### src/rtl/wso_pkg.sv
// wso_pkg: shared types and constants of the wheel speed / odometer core
// no dependencies; imported by every module of the block
`default_nettype none

package wso_pkg;

	// field and accumulator widths
	localparam int ACC_W    = 48;
	localparam int SPD_W    = 16;
	localparam int CIRC_W   = 12;
	localparam int PER_W    = 32;
	localparam int FAC_W    = 9;
	localparam int ROT_W    = 16;
	localparam int REQ_W    = 2;

	// shared multiplier operands and product
	localparam int MUL_A_W  = 24;
	localparam int MUL_B_W  = 20;
	localparam int MUL_P_W  = MUL_A_W + MUL_B_W;

	// divider: numerator up to distance * 921600, divisor up to the trip time
	localparam int NUM_W    = 72;
	localparam int DEN_W    = ACC_W;
	localparam int CNT_W    = $clog2(NUM_W);

	// apb register map
	localparam int ADDR_W   = 4;
	localparam int DATA_W   = 32;
	localparam int IDX_W    = 2;

	localparam logic [IDX_W-1:0] REG_CIRC   = 2'd0;
	localparam logic [IDX_W-1:0] REG_MIN    = 2'd1;
	localparam logic [IDX_W-1:0] REG_MAX    = 2'd2;
	localparam logic [IDX_W-1:0] REG_FACTOR = 2'd3;

	localparam logic [CIRC_W-1:0] CIRC_RST   = 12'd2100;
	localparam logic [PER_W-1:0]  MIN_RST    = 32'd50000;
	localparam logic [PER_W-1:0]  MAX_RST    = 32'd4000000;
	localparam logic [FAC_W-1:0]  FACTOR_RST = 9'd77;

	// request codes
	localparam logic [REQ_W-1:0] REQ_WHEEL  = 2'd0;
	localparam logic [REQ_W-1:0] REQ_PERIOD = 2'd1;
	localparam logic [REQ_W-1:0] REQ_TRIP   = 2'd2;

	// 3600 s/h * 256 for q8.8 km/h from mm/us
	localparam logic [MUL_B_W-1:0] SCALE_Q8  = 20'd921600;
	localparam logic [SPD_W-1:0]   SPEED_MAX = '1;
	localparam logic [ACC_W-1:0]   ACC_MAX   = '1;
	localparam logic [FAC_W-1:0]   FACTOR_ONE = 9'd256;

	typedef struct packed {
		logic [CIRC_W-1:0] circ;
		logic [PER_W-1:0]  min_period;
		logic [PER_W-1:0]  max_period;
		logic [FAC_W-1:0]  factor;
	} cfg_t;

	typedef struct packed {
		logic             start;
		logic [NUM_W-1:0] num;
		logic [DEN_W-1:0] den;
	} div_req_t;

	typedef struct packed {
		logic             done;
		logic [SPD_W-1:0] quot;
	} div_res_t;

endpackage

`default_nettype wire

### src/rtl/wso_cfg.sv
// wso_cfg: apb register file holding circumference, period limits and smoothing factor
// depends on wso_pkg
`default_nettype none

module wso_cfg (
	input  wire logic                      clk,
	input  wire logic                      arst_n,
	input  wire logic                      psel,
	input  wire logic                      penable,
	input  wire logic                      pwrite,
	input  wire logic [wso_pkg::ADDR_W-1:0] paddr,
	input  wire logic [wso_pkg::DATA_W-1:0] pwdata,
	output logic      [wso_pkg::DATA_W-1:0] prdata,
	output logic                           pready,
	output wso_pkg::cfg_t                  cfg
);
	import wso_pkg::*;

	cfg_t            cfg_q;
	logic            wr_en;
	logic [IDX_W-1:0] idx;

	assign idx    = paddr[ADDR_W-1:2];
	assign wr_en  = psel & penable & pwrite;
	assign pready = 1'b1;
	assign cfg    = cfg_q;

	always_ff @(posedge clk or negedge arst_n) begin
		if (!arst_n) begin
			cfg_q.circ       <= CIRC_RST;
			cfg_q.min_period <= MIN_RST;
			cfg_q.max_period <= MAX_RST;
			cfg_q.factor     <= FACTOR_RST;
		end else if (wr_en) begin
			unique case (idx)
				REG_CIRC:   cfg_q.circ       <= pwdata[CIRC_W-1:0];
				REG_MIN:    cfg_q.min_period <= pwdata[PER_W-1:0];
				REG_MAX:    cfg_q.max_period <= pwdata[PER_W-1:0];
				REG_FACTOR: cfg_q.factor     <= pwdata[FAC_W-1:0];
			endcase
		end
	end

	always_comb begin
		unique case (idx)
			REG_CIRC:   prdata = DATA_W'(cfg_q.circ);
			REG_MIN:    prdata = DATA_W'(cfg_q.min_period);
			REG_MAX:    prdata = DATA_W'(cfg_q.max_period);
			REG_FACTOR: prdata = DATA_W'(cfg_q.factor);
		endcase
	end

endmodule

`default_nettype wire

### src/rtl/wso_div.sv
// wso_div: restoring divider, one quotient bit per cycle, rounded and saturated to 16 bits
// depends on wso_pkg
`default_nettype none

module wso_div (
	input  wire logic              clk,
	input  wire logic              arst_n,
	input  wire wso_pkg::div_req_t req,
	output wso_pkg::div_res_t      res
);
	import wso_pkg::*;

	logic [NUM_W-1:0] num_q;
	logic [DEN_W-1:0] den_q;
	logic [DEN_W-1:0] rem_q;
	logic [SPD_W-1:0] quot_q;
	logic             ovf_q;
	logic [CNT_W-1:0] cnt_q;
	logic             busy_q;
	logic             done_q;

	logic [DEN_W:0]   rem_sh;
	logic [DEN_W:0]   diff;
	logic             ge;
	logic             rnd;
	logic [SPD_W:0]   q_rnd;

	assign rem_sh = {rem_q, num_q[NUM_W-1]};
	assign diff   = rem_sh - {1'b0, den_q};
	assign ge     = rem_sh >= {1'b0, den_q};

	always_ff @(posedge clk or negedge arst_n) begin
		if (!arst_n) begin
			busy_q <= 1'b0;
			done_q <= 1'b0;
			cnt_q  <= '0;
		end else begin
			done_q <= 1'b0;
			if (busy_q) begin
				cnt_q <= cnt_q + CNT_W'(1);
				if (cnt_q == CNT_W'(NUM_W - 1)) begin
					busy_q <= 1'b0;
					done_q <= 1'b1;
				end
			end else if (req.start) begin
				busy_q <= 1'b1;
				cnt_q  <= '0;
			end
		end
	end

	always_ff @(posedge clk) begin
		if (busy_q) begin
			num_q  <= {num_q[NUM_W-2:0], 1'b0};
			rem_q  <= ge ? diff[DEN_W-1:0] : rem_sh[DEN_W-1:0];
			quot_q <= {quot_q[SPD_W-2:0], ge};
			// a one shifted out of the top means the quotient is past full scale
			ovf_q  <= ovf_q | quot_q[SPD_W-1];
		end else if (req.start) begin
			num_q  <= req.num;
			den_q  <= req.den;
			rem_q  <= '0;
			quot_q <= '0;
			ovf_q  <= 1'b0;
		end
	end

	// round half up: twice the remainder against the divisor
	assign rnd   = {rem_q, 1'b0} >= {1'b0, den_q};
	assign q_rnd = {1'b0, quot_q} + (SPD_W + 1)'(rnd);

	assign res.done = done_q;
	assign res.quot = (ovf_q || q_rnd[SPD_W]) ? SPEED_MAX : q_rnd[SPD_W-1:0];

endmodule

`default_nettype wire

### src/rtl/wheel_speed_odometer_core.sv
// a wheel update or rejected sample makes one divider pass (average speed), an accepted
// period sample two (current speed, then average); a zero trip time, as after a trip reset,
// skips the average pass
// one item at a time, in_ready high only while idle; a result not yet taken holds the next
// reset clears distances, trip time, speed, the output valid flag and restores register defaults
// depends on wso_pkg, wso_cfg, wso_div
`default_nettype none

module wheel_speed_odometer_core (
	input  wire logic                        clk,
	input  wire logic                        arst_n,
	input  wire logic                        psel,
	input  wire logic                        penable,
	input  wire logic                        pwrite,
	input  wire logic [wso_pkg::ADDR_W-1:0]  paddr,
	input  wire logic [wso_pkg::DATA_W-1:0]  pwdata,
	output logic      [wso_pkg::DATA_W-1:0]  prdata,
	output logic                             pready,
	input  wire logic                        in_valid,
	output logic                             in_ready,
	input  wire logic [wso_pkg::REQ_W-1:0]   req_type,
	input  wire logic [wso_pkg::ROT_W-1:0]   rot_count,
	input  wire logic [wso_pkg::PER_W-1:0]   time_delta_us,
	input  wire logic [wso_pkg::PER_W-1:0]   rot_period,
	output logic                             out_valid,
	input  wire logic                        out_ready,
	output logic      [wso_pkg::ACC_W-1:0]   trip_len,
	output logic      [wso_pkg::ACC_W-1:0]   trip_elapsed,
	output logic      [wso_pkg::ACC_W-1:0]   odo_len,
	output logic      [wso_pkg::SPD_W-1:0]   current_speed,
	output logic      [wso_pkg::SPD_W-1:0]   average_speed,
	output logic                             moving
);
	import wso_pkg::*;

	localparam int ST_W = 4;
	localparam logic [ST_W-1:0] S_IDLE     = 4'd0;
	localparam logic [ST_W-1:0] S_UPD      = 4'd1;
	localparam logic [ST_W-1:0] S_ACC      = 4'd2;
	localparam logic [ST_W-1:0] S_SPD_GO   = 4'd3;
	localparam logic [ST_W-1:0] S_SPD_WAIT = 4'd4;
	localparam logic [ST_W-1:0] S_BL0      = 4'd5;
	localparam logic [ST_W-1:0] S_BL1      = 4'd6;
	localparam logic [ST_W-1:0] S_BL2      = 4'd7;
	localparam logic [ST_W-1:0] S_AVG0     = 4'd8;
	localparam logic [ST_W-1:0] S_AVG1     = 4'd9;
	localparam logic [ST_W-1:0] S_AVG2     = 4'd10;
	localparam logic [ST_W-1:0] S_AVG_WAIT = 4'd11;
	localparam logic [ST_W-1:0] S_OUT      = 4'd12;

	cfg_t     cfg;
	div_req_t div_req;
	div_res_t div_res;

	logic [ST_W-1:0]    state_q;

	// architectural state
	logic [ACC_W-1:0]   trip_dist_q;
	logic [ACC_W-1:0]   trip_time_q;
	logic [ACC_W-1:0]   total_dist_q;
	logic [SPD_W-1:0]   speed_q;
	logic               speed_valid_q;

	// item and working registers
	logic [REQ_W-1:0]   req_q;
	logic [ROT_W-1:0]   rot_q;
	logic [PER_W-1:0]   dt_q;
	logic [PER_W-1:0]   period_q;
	logic [SPD_W-1:0]   spd_new_q;
	logic [SPD_W-1:0]   avg_q;
	logic [23:0]        bl_acc_q;
	logic [MUL_P_W-1:0] hi_q;
	logic [MUL_P_W-1:0] mul_q;

	logic               out_valid_q;
	logic [ACC_W-1:0]   out_trip_dist_q;
	logic [ACC_W-1:0]   out_trip_time_q;
	logic [ACC_W-1:0]   out_total_q;
	logic [SPD_W-1:0]   out_speed_q;
	logic [SPD_W-1:0]   out_avg_q;
	logic               out_moving_q;

	logic [MUL_A_W-1:0] mul_a;
	logic [MUL_B_W-1:0] mul_b;
	logic [FAC_W-1:0]   f_eff;
	logic [FAC_W-1:0]   f_inv;
	logic [ACC_W:0]     trip_dist_sum;
	logic [ACC_W:0]     total_sum;
	logic [ACC_W:0]     trip_time_sum;
	logic [24:0]        bl_sum;
	logic [NUM_W-1:0]   avg_num;
	logic               in_range;
	logic               in_take;
	logic               out_load;

	wso_cfg u_cfg (
		.clk     (clk),
		.arst_n  (arst_n),
		.psel    (psel),
		.penable (penable),
		.pwrite  (pwrite),
		.paddr   (paddr),
		.pwdata  (pwdata),
		.prdata  (prdata),
		.pready  (pready),
		.cfg     (cfg)
	);

	wso_div u_div (
		.clk    (clk),
		.arst_n (arst_n),
		.req    (div_req),
		.res    (div_res)
	);

	assign in_ready = (state_q == S_IDLE);
	assign in_take  = in_valid & in_ready;
	assign out_load = (state_q == S_OUT) & (~out_valid_q | out_ready);

	assign f_eff = cfg.factor[FAC_W-1] ? FACTOR_ONE : cfg.factor;
	assign f_inv = FACTOR_ONE - f_eff;

	assign in_range = (period_q >= cfg.min_period) && (period_q <= cfg.max_period);

	assign trip_dist_sum = {1'b0, trip_dist_q} + (ACC_W + 1)'(mul_q[27:0]);
	assign total_sum     = {1'b0, total_dist_q} + (ACC_W + 1)'(mul_q[27:0]);
	assign trip_time_sum = {1'b0, trip_time_q} + (ACC_W + 1)'(dt_q);

	assign bl_sum  = {1'b0, bl_acc_q} + {1'b0, mul_q[23:0]} + 25'd128;
	assign avg_num = NUM_W'({hi_q, 24'd0}) + NUM_W'(mul_q);

	// shared multiplier operand selection
	always_comb begin
		mul_a = '0;
		mul_b = '0;
		unique case (state_q)
			S_UPD: begin
				if (req_q == REQ_PERIOD) begin
					mul_a = MUL_A_W'(cfg.circ);
					mul_b = SCALE_Q8;
				end else begin
					mul_a = MUL_A_W'(rot_q);
					mul_b = MUL_B_W'(cfg.circ);
				end
			end
			S_BL0: begin
				mul_a = MUL_A_W'(spd_new_q);
				mul_b = MUL_B_W'(f_eff);
			end
			S_BL1: begin
				mul_a = MUL_A_W'(speed_q);
				mul_b = MUL_B_W'(f_inv);
			end
			S_AVG0: begin
				mul_a = trip_dist_q[ACC_W-1:24];
				mul_b = SCALE_Q8;
			end
			S_AVG1: begin
				mul_a = trip_dist_q[23:0];
				mul_b = SCALE_Q8;
			end
			default: begin
				mul_a = '0;
				mul_b = '0;
			end
		endcase
	end

	always_comb begin
		div_req.start = (state_q == S_SPD_GO) || (state_q == S_AVG2);
		div_req.num   = (state_q == S_AVG2) ? avg_num : NUM_W'(mul_q[PER_W-1:0]);
		div_req.den   = (state_q == S_AVG2) ? trip_time_q : DEN_W'(period_q);
	end

	always_ff @(posedge clk) begin
		mul_q <= mul_a * mul_b;
		if (in_take) begin
			req_q    <= req_type;
			rot_q    <= rot_count;
			dt_q     <= time_delta_us;
			period_q <= rot_period;
		end
		if (state_q == S_UPD)
			spd_new_q <= SPEED_MAX;
		else if (state_q == S_SPD_WAIT && div_res.done)
			spd_new_q <= div_res.quot;
		if (state_q == S_BL1)
			bl_acc_q <= mul_q[23:0];
		if (state_q == S_AVG1)
			hi_q <= mul_q;
		if (state_q == S_AVG0)
			avg_q <= '0;
		else if (state_q == S_AVG_WAIT && div_res.done)
			avg_q <= div_res.quot;
		if (out_load) begin
			out_trip_dist_q <= trip_dist_q;
			out_trip_time_q <= trip_time_q;
			out_total_q     <= total_dist_q;
			out_speed_q     <= speed_q;
			out_avg_q       <= avg_q;
			out_moving_q    <= speed_valid_q;
		end
	end

	always_ff @(posedge clk or negedge arst_n) begin
		if (!arst_n) begin
			state_q       <= S_IDLE;
			trip_dist_q   <= '0;
			trip_time_q   <= '0;
			total_dist_q  <= '0;
			speed_q       <= '0;
			speed_valid_q <= 1'b0;
			out_valid_q   <= 1'b0;
		end else begin
			if (out_load)
				out_valid_q <= 1'b1;
			else if (out_ready)
				out_valid_q <= 1'b0;
			unique case (state_q)
				S_IDLE: begin
					if (in_take)
						state_q <= S_UPD;
				end
				S_UPD: begin
					unique case (req_q)
						REQ_WHEEL:  state_q <= S_ACC;
						REQ_PERIOD: begin
							if (!in_range)
								state_q <= S_AVG0;
							else if (period_q == '0)
								state_q <= S_BL0;
							else
								state_q <= S_SPD_GO;
						end
						REQ_TRIP: begin
							trip_dist_q   <= '0;
							trip_time_q   <= '0;
							speed_q       <= '0;
							speed_valid_q <= 1'b0;
							state_q       <= S_AVG0;
						end
						default: state_q <= S_AVG0;
					endcase
				end
				S_ACC: begin
					trip_dist_q  <= trip_dist_sum[ACC_W] ? ACC_MAX : trip_dist_sum[ACC_W-1:0];
					total_dist_q <= total_sum[ACC_W] ? ACC_MAX : total_sum[ACC_W-1:0];
					trip_time_q  <= trip_time_sum[ACC_W] ? ACC_MAX : trip_time_sum[ACC_W-1:0];
					state_q      <= S_AVG0;
				end
				S_SPD_GO: state_q <= S_SPD_WAIT;
				S_SPD_WAIT: begin
					if (div_res.done)
						state_q <= S_BL0;
				end
				S_BL0: begin
					// first sample since reset or a trip reset seeds the speed
					if (!speed_valid_q) begin
						speed_q       <= spd_new_q;
						speed_valid_q <= 1'b1;
						state_q       <= S_AVG0;
					end else begin
						state_q <= S_BL1;
					end
				end
				S_BL1: state_q <= S_BL2;
				S_BL2: begin
					speed_q <= bl_sum[23:8];
					state_q <= S_AVG0;
				end
				S_AVG0: begin
					if (trip_time_q == '0)
						state_q <= S_OUT;
					else
						state_q <= S_AVG1;
				end
				S_AVG1: state_q <= S_AVG2;
				S_AVG2: state_q <= S_AVG_WAIT;
				S_AVG_WAIT: begin
					if (div_res.done)
						state_q <= S_OUT;
				end
				S_OUT: begin
					if (out_load)
						state_q <= S_IDLE;
				end
				default: state_q <= S_IDLE;
			endcase
		end
	end

	assign out_valid     = out_valid_q;
	assign trip_len      = out_trip_dist_q;
	assign trip_elapsed  = out_trip_time_q;
	assign odo_len       = out_total_q;
	assign current_speed = out_speed_q;
	assign average_speed = out_avg_q;
	assign moving        = out_moving_q;

endmodule

`default_nettype wire
### config.mk
export PLATFORM = sky130hd
export DESIGN_NAME = wheel_speed_odometer_core
export DESIGN_NICKNAME = d
export VERILOG_FILES = /design/src/rtl/wso_pkg.sv /design/src/rtl/wso_cfg.sv /design/src/rtl/wso_div.sv /design/src/rtl/wheel_speed_odometer_core.sv
export SDC_FILE = /design/constraint.sdc
export NUM_CORES = 2
export LEC_CHECK = 0
export ABC_CLOCK_PERIOD_IN_PS = 12900
export BUFFER_PORTS_ARGS = -buffer_cell sky130_fd_sc_hd__buf_2
export CORE_AREA = 2 2 252 502
export DETAILED_ROUTE_END_ITERATION = 10
export DIE_AREA = 0 0 254 504
export PLACE_DENSITY = 0.64
export SYNTH_ARGS = -nofsm -noshare
export SYNTH_HDL_FRONTEND = slang
export SYNTH_SLANG_ARGS = --single-unit
### constraint.sdc
create_clock -name clk -period 12.9 [get_ports clk]
set_clock_uncertainty 0.05 [all_clocks]
set_input_delay 0.645 -clock clk [delete_from_list [all_inputs] [get_ports clk]]
set_output_delay 0.645 -clock clk [all_outputs]
set_load 0.02 [all_outputs]
-- Word-level counts from Yosys, hierarchy flattened
Cells that the tools add are included.
- add/subtract/negate cells: 10
- multipliers: 1
- $lt $le $gt $ge: 4
- equality and inequality tests: 24
- mux-type cells: 48
- bitwise operators: 8
- reductions and logical operators: 26
- operator list (cell ; count):
    $mux 48 ; 7
    $pmux 48 s2 ; 2
    $mux 72 ; 2
    $pmux 32 s4 ; 1
    $pmux 24 s5 ; 1
    $add 48x28->49 ; 2
    $ge 49x48->1 ; 2
    $mux 16 ; 6
    $pmux 20 s4 ; 1
    $add 68x44->69 ; 1
    $mux 69 ; 1
    $add 48x32->49 ; 1
    $logic_not 48->1 ; 1
    $pmux 16 s3 ; 1
    $pmux 4 s12 ; 1
    $sub 48x48->48 ; 1
    $mul 24x20->44 ; 1
    $ge 32x32->1 ; 1
    $le 32x32->1 ; 1
    $logic_not 32->1 ; 1
    $mux 32 ; 1
    $add 24x24->24 ; 1
    $add 24x8->24 const B ; 1
    $mux 4 ; 6
    32 further kinds ; 77
- bits in registers: 848
- input port bits: 125
- logic and storage cells: 157

-- Depth between registers and ports, before layout
- word-level depth: 5
- depth in mapped cells: 37

-- Cells and area by module
Synthesis repeated with hierarchy kept, for this count alone.
- cell total of the unflattened synthesis: 5437
- area total of the unflattened synthesis: 56900.8 µm²
- by module, submodules not included (module ; instances ; cells each ; area an instance (µm²) ; sequential area each (µm²)):
    wheel_speed_odometer_core ; 1 ; 4241 ; 42356.9 ; 15494.9
    wso_div ; 1 ; 963 ; 10681.5 ; 5770.5
    wso_cfg ; 1 ; 233 ; 3862.5 ; 2153.3

-- Worst setup path after synthesis
No wires, ideal clock.
- path type: reg2reg
- from: register state_q[2]
- to: register mul_q[43]
- library setup time: 0.072 ns
- arrival time: 9.167 ns
- setup slack: 3.611 ns
- cell stages (with the launch flop): 32
- path buffers: 3
- period minus slack after synthesis: 9.289 ns
- cell sequence: dfrtp_1 clkbuf_1 nand2b_1 clkbuf_1 nor2_1 clkbuf_1 a22oi_1 nand3_1 nand2_1 fa_1 inv_1 fa_1 inv_1 fa_1 inv_1 fa_1 fa_1 fa_1 inv_1 fa_1 inv_1 ha_1 a21o_1 a21o_1 a21oi_1 o21ai_0 a32o_1 a211oi_1 o41a_1 o21bai_1 a41oi_1 xnor2_1
- word-level cells in the longest chain between the ends: 4
- elaborated cells between the ends (all ways): 9
- those cells by class: mul: 1; eq/ne: 5; mux: 2; reduce/logical: 1
- ends and longest elaborated chain (what ; RTL line ; RTL):
    start, declared ; wheel_speed_odometer_core.sv:55 ; logic [ST_W-1:0] state_q;
    start signal, assigned ; wheel_speed_odometer_core.sv:207 ; state_q <= S_IDLE;
    start signal, assigned ; wheel_speed_odometer_core.sv:222 ; state_q <= S_UPD;
    start signal, assigned ; wheel_speed_odometer_core.sv:226 ; REQ_WHEEL: state_q <= S_ACC;
    $eq 4x4->1 ; wheel_speed_odometer_core.sv:136 ; unique case (state_q)
    $reduce_or 2->1 (no source line) ; -- ;
    $pmux 20 s4 ; wheel_speed_odometer_core.sv:136 ;
    $mul 24x20->44 (*) ; wheel_speed_odometer_core.sv:176 ; mul_q <= mul_a * mul_b;
    end signal, assigned ; wheel_speed_odometer_core.sv:176 ;
    end, declared ; wheel_speed_odometer_core.sv:73 ; logic [MUL_P_W-1:0] mul_q;
Mark *: on every way between the ends. The rest lies on a longest branch, timed or not.
A chain may end at the register's enable or synchronous reset.

-- Worst setup path in the final report
- from: register state_q[2]
- to: register mul_q[27]
Same word-level chain as after synthesis.

==> impl_metrics.env <==
export IMPL_grt_max_degree=93
export IMPL_final_hold_viol_count=0
export IMPL_share_of_the_yosys_chip_area_belonging_to_registers=0.414
export IMPL_post_route_min_period_ns=10.38
export IMPL_syn_cell_area_sq_um=56600
export IMPL_end_kind="flip-flop"
export IMPL_post_synth_inst_count=5550
export IMPL_floorplan_initialDensity=0.456
export IMPL_chipWidth_microns=254
export IMPL_boundaryPins=337
export IMPL_worst_hold_path_type="input pin to flip-flop"
export IMPL_clock_latency_ns=0.70
export IMPL_critPathMaxFanout=26
export IMPL_ctsLongestPathBuffers=3
export IMPL_setup_worst_path_start_class="flip-flop"
export IMPL_hpwlAfterDp_microns=147000
export IMPL_fin_ws_ns=2.52
export IMPL_drive_gt1_frac=0.109
export IMPL_cp_slowest_cell="nor2_4"
export IMPL_flip_flop_and_latch_area_sq_um=23400
export IMPL_grt_use_total=0.292
export IMPL_worstMarginPinSlew_ns=1.26
export IMPL_io_buffers=333
export IMPL_via_count=43760
export IMPL_critical_path_class="flip-flop to flip-flop"
export IMPL_crit_arrival_ns=10.94
export IMPL_cts_root_buffer="clkbuf_16"
export IMPL_cp_data_required_time_ns=13.46
export IMPL_fillCellCount=11456
export IMPL_die_height_microns=504
export IMPL_netlist_top_cell_by_area="edfxtp_1"
export IMPL_violations="antenna rules"
export IMPL_synth_distinct_cells=91
export IMPL_htreeDepth=3
export IMPL_dieArea_sq_um=128000
export IMPL_tns_ns=0
export IMPL_report_final_slew_viol_count=0
export IMPL_wl_per_cell_microns=24.3
export IMPL_synthMostInstantiatedCell="inv_1"
export IMPL_antenna_found_initial=13
export IMPL_leakagePower_nw=29.1
export IMPL_pwr_density_cell_nw_per_um2=271
export IMPL_weighted_congestion_at_the_end_of_routability_driven_global_placement=1.04
export IMPL_period_share=0.804
export IMPL_synth_area_per_cell_sq_um=10.2
export IMPL_wl_microns=187000
export IMPL_ys_warnings_count=0
export IMPL_drt_first_iter_violations=2909
export IMPL_setup_viol=0
export IMPL_cts_setup_buffers=0
export IMPL_ys_ff_latch=848
export IMPL_design_area_sq_um=63400
export IMPL_standard_cell_rows=183
export IMPL_final_util=0.511
export IMPL_critical_path_max_stage_delay_ns=0.90
export IMPL_outcome="complete, but fails checks"
export IMPL_vias_in_the_first_global_route=45305
export IMPL_place_worst_setup_slack_ns=2.69
export IMPL_residual_antenna_violating_net_count_after_detailed_routing=1
export IMPL_cts_sink_count=848
export IMPL_coreArea_sq_um=124000
export IMPL_placed_cell_area_sq_um=60600
export IMPL_drt_pre_antenna_iters=8
export IMPL_drt_drc_violations_left=0
export IMPL_post_drt_via_cell_ratio=5.69
export IMPL_cts_tree="done"
export IMPL_postSynth_topFlopCell="edfxtp_1"
export IMPL_rsz0062_at_grt="no"
export IMPL_synth_edff_count=511
export IMPL_totalPowerFinal_w=0.0172
export IMPL_asyncSetResetFlopFracSynth=0.307
export IMPL_post_synth_most_frequent_cells="646 x inv_1, 633 x nand2_1, 511 x edfxtp_1"
export IMPL_maximum_capacitance_violations=0
export IMPL_ir_drop_v=0.000295
export IMPL_num_nets_final=6853
export IMPL_maxSlewHeadroom=0.154
export IMPL_area_of_the_multi_input_gates_sq_um=30500
export IMPL_synthDominantCellAreaShare=0.271
export IMPL_area_delta_synth_final_pct=12.0
export IMPL_gr_total_overflow=0
export IMPL_clkSlewWorstSetupHoldPaths_ns=0.07
export IMPL_grt_pass1_wl_microns=277000
export IMPL_number_of_clock_buffers_inserted_by_tritoncts=81
export IMPL_yosys_top_cells_area="edfxtp_1 27%, ha_1 11%, fa_1 11%"
export IMPL_max_freq_mhz=96.4
-- state kept, by name, summed over array words and instances (netlist names), 48 cells and up --
signal,cells
u_cfg.cfg,85
u_div.num_q,72
odo_len,48
total_dist_q,48
trip_dist_q,48
trip_elapsed,48
trip_len,48
trip_time_q,48
u_div.den_q,48
u_div.rem_q,48
-- power breakdown --
part | switching, W | internal [W]
logic | 0.00615 | 0.00373
clock network | 0.00113 | 0.00144
registers | 0.000839 | 0.00390
total | 0.00812 | 0.00907
-- path summary, 6_finish.rpt --
| path | start | endpoint | slack, ns | cells past startpoint |
|---|---|---|---|---|
| setup reg to reg | state_q[2] | mul_q[27] | 2.52 | 30 |
| hold / removal | rot_period[8] | period_q[8] | 0.07 | 1 |
| setup / recovery | state_q[2] | mul_q[27] | 2.52 | 30 |
| max in group asynchronous | arst_n | trip_dist_q[23] | 10.86 | 3 |
| min in group asynchronous | arst_n | total_dist_q[8] | 0.49 | 2 |
| hold reg to reg | avg_q[11] | average_speed[11] | 0.38 | 0 |
-- through the flow --
step                      hold slack, ns  std cells
after global routing              0.0601       7677
after detailed placement           0.371       7519
after floorplan                    0.299       5645
after CTS                         0.0403       7671
after global placement             0.367       7519
final                             0.0716       7687
-- cells by family after synthesis --
family / after synthesis / share of synthesized area
flops: 848 / 0.414
compound gates: 1268 / 0.144
buf+inv: 838 / 0.0559
other cells: 2 / 0.000133
fa+ha+maj: 789 / 0.214
xor+xnor: 218 / 0.0337
mux: 89 / 0.0184
simple gates: 1498 / 0.120
-- layout make-up --
class	instances	share of cell area
clock buffers	106	0.0354
flip-flops and latches	848	0.369
clock inverters	45	0.00870
inverters	648	0.0383
diodes	15	0.000592
well taps	1665	0.0328
repair buffers	401	0.0345
multi-input cells	3959	0.481
-- critical path: cells and delay by family, from the launching register on --
kind / cells / cell delay [ns]
and+or+nand+nor: 5 / 1.88
DFF: 1 / 0.59
buffers and inverters: 8 / 0.84
xor gates and xnor gates: 1 / 0.13
adders and majority gates: 8 / 3.97
AOI/OAI and AO/OA: 8 / 2.83
-- layout by cell type (no fill, tap or decap), types with 58 or more instances in the layout --
cell	instances
ha_1	488
nand2_1	631
buf_2	333
fa_1	301
a21oi_1	334
inv_1	644
conb_1	97
nor2_1	359
buf_4	66
a31oi_1	59
clkbuf_16	85
a211oi_1	58
nand3_1	110
dfxtp_1	77
a21o_1	145
xnor2_1	142
edfxtp_1	511
o21ai_0	295
xor2_1	76
dfrtp_1	238
-- layer usage --
metal	GRT usage	share of wire	vias to the layer above
li1	-	-	20093
met1	0.285	0.33	21599
met2	0.528	0.52	1471
met3	0.0476	0.054	587
met4	0.246	0.099	10
met5	0	0.00039	-
-- repair_timing --
item,in CTS,in global routing
resized for setup,0,0
hold buffers,1,0
endpoints found under the hold margin,68,0
No activity file was read; power rests on OpenSTA's default activity.
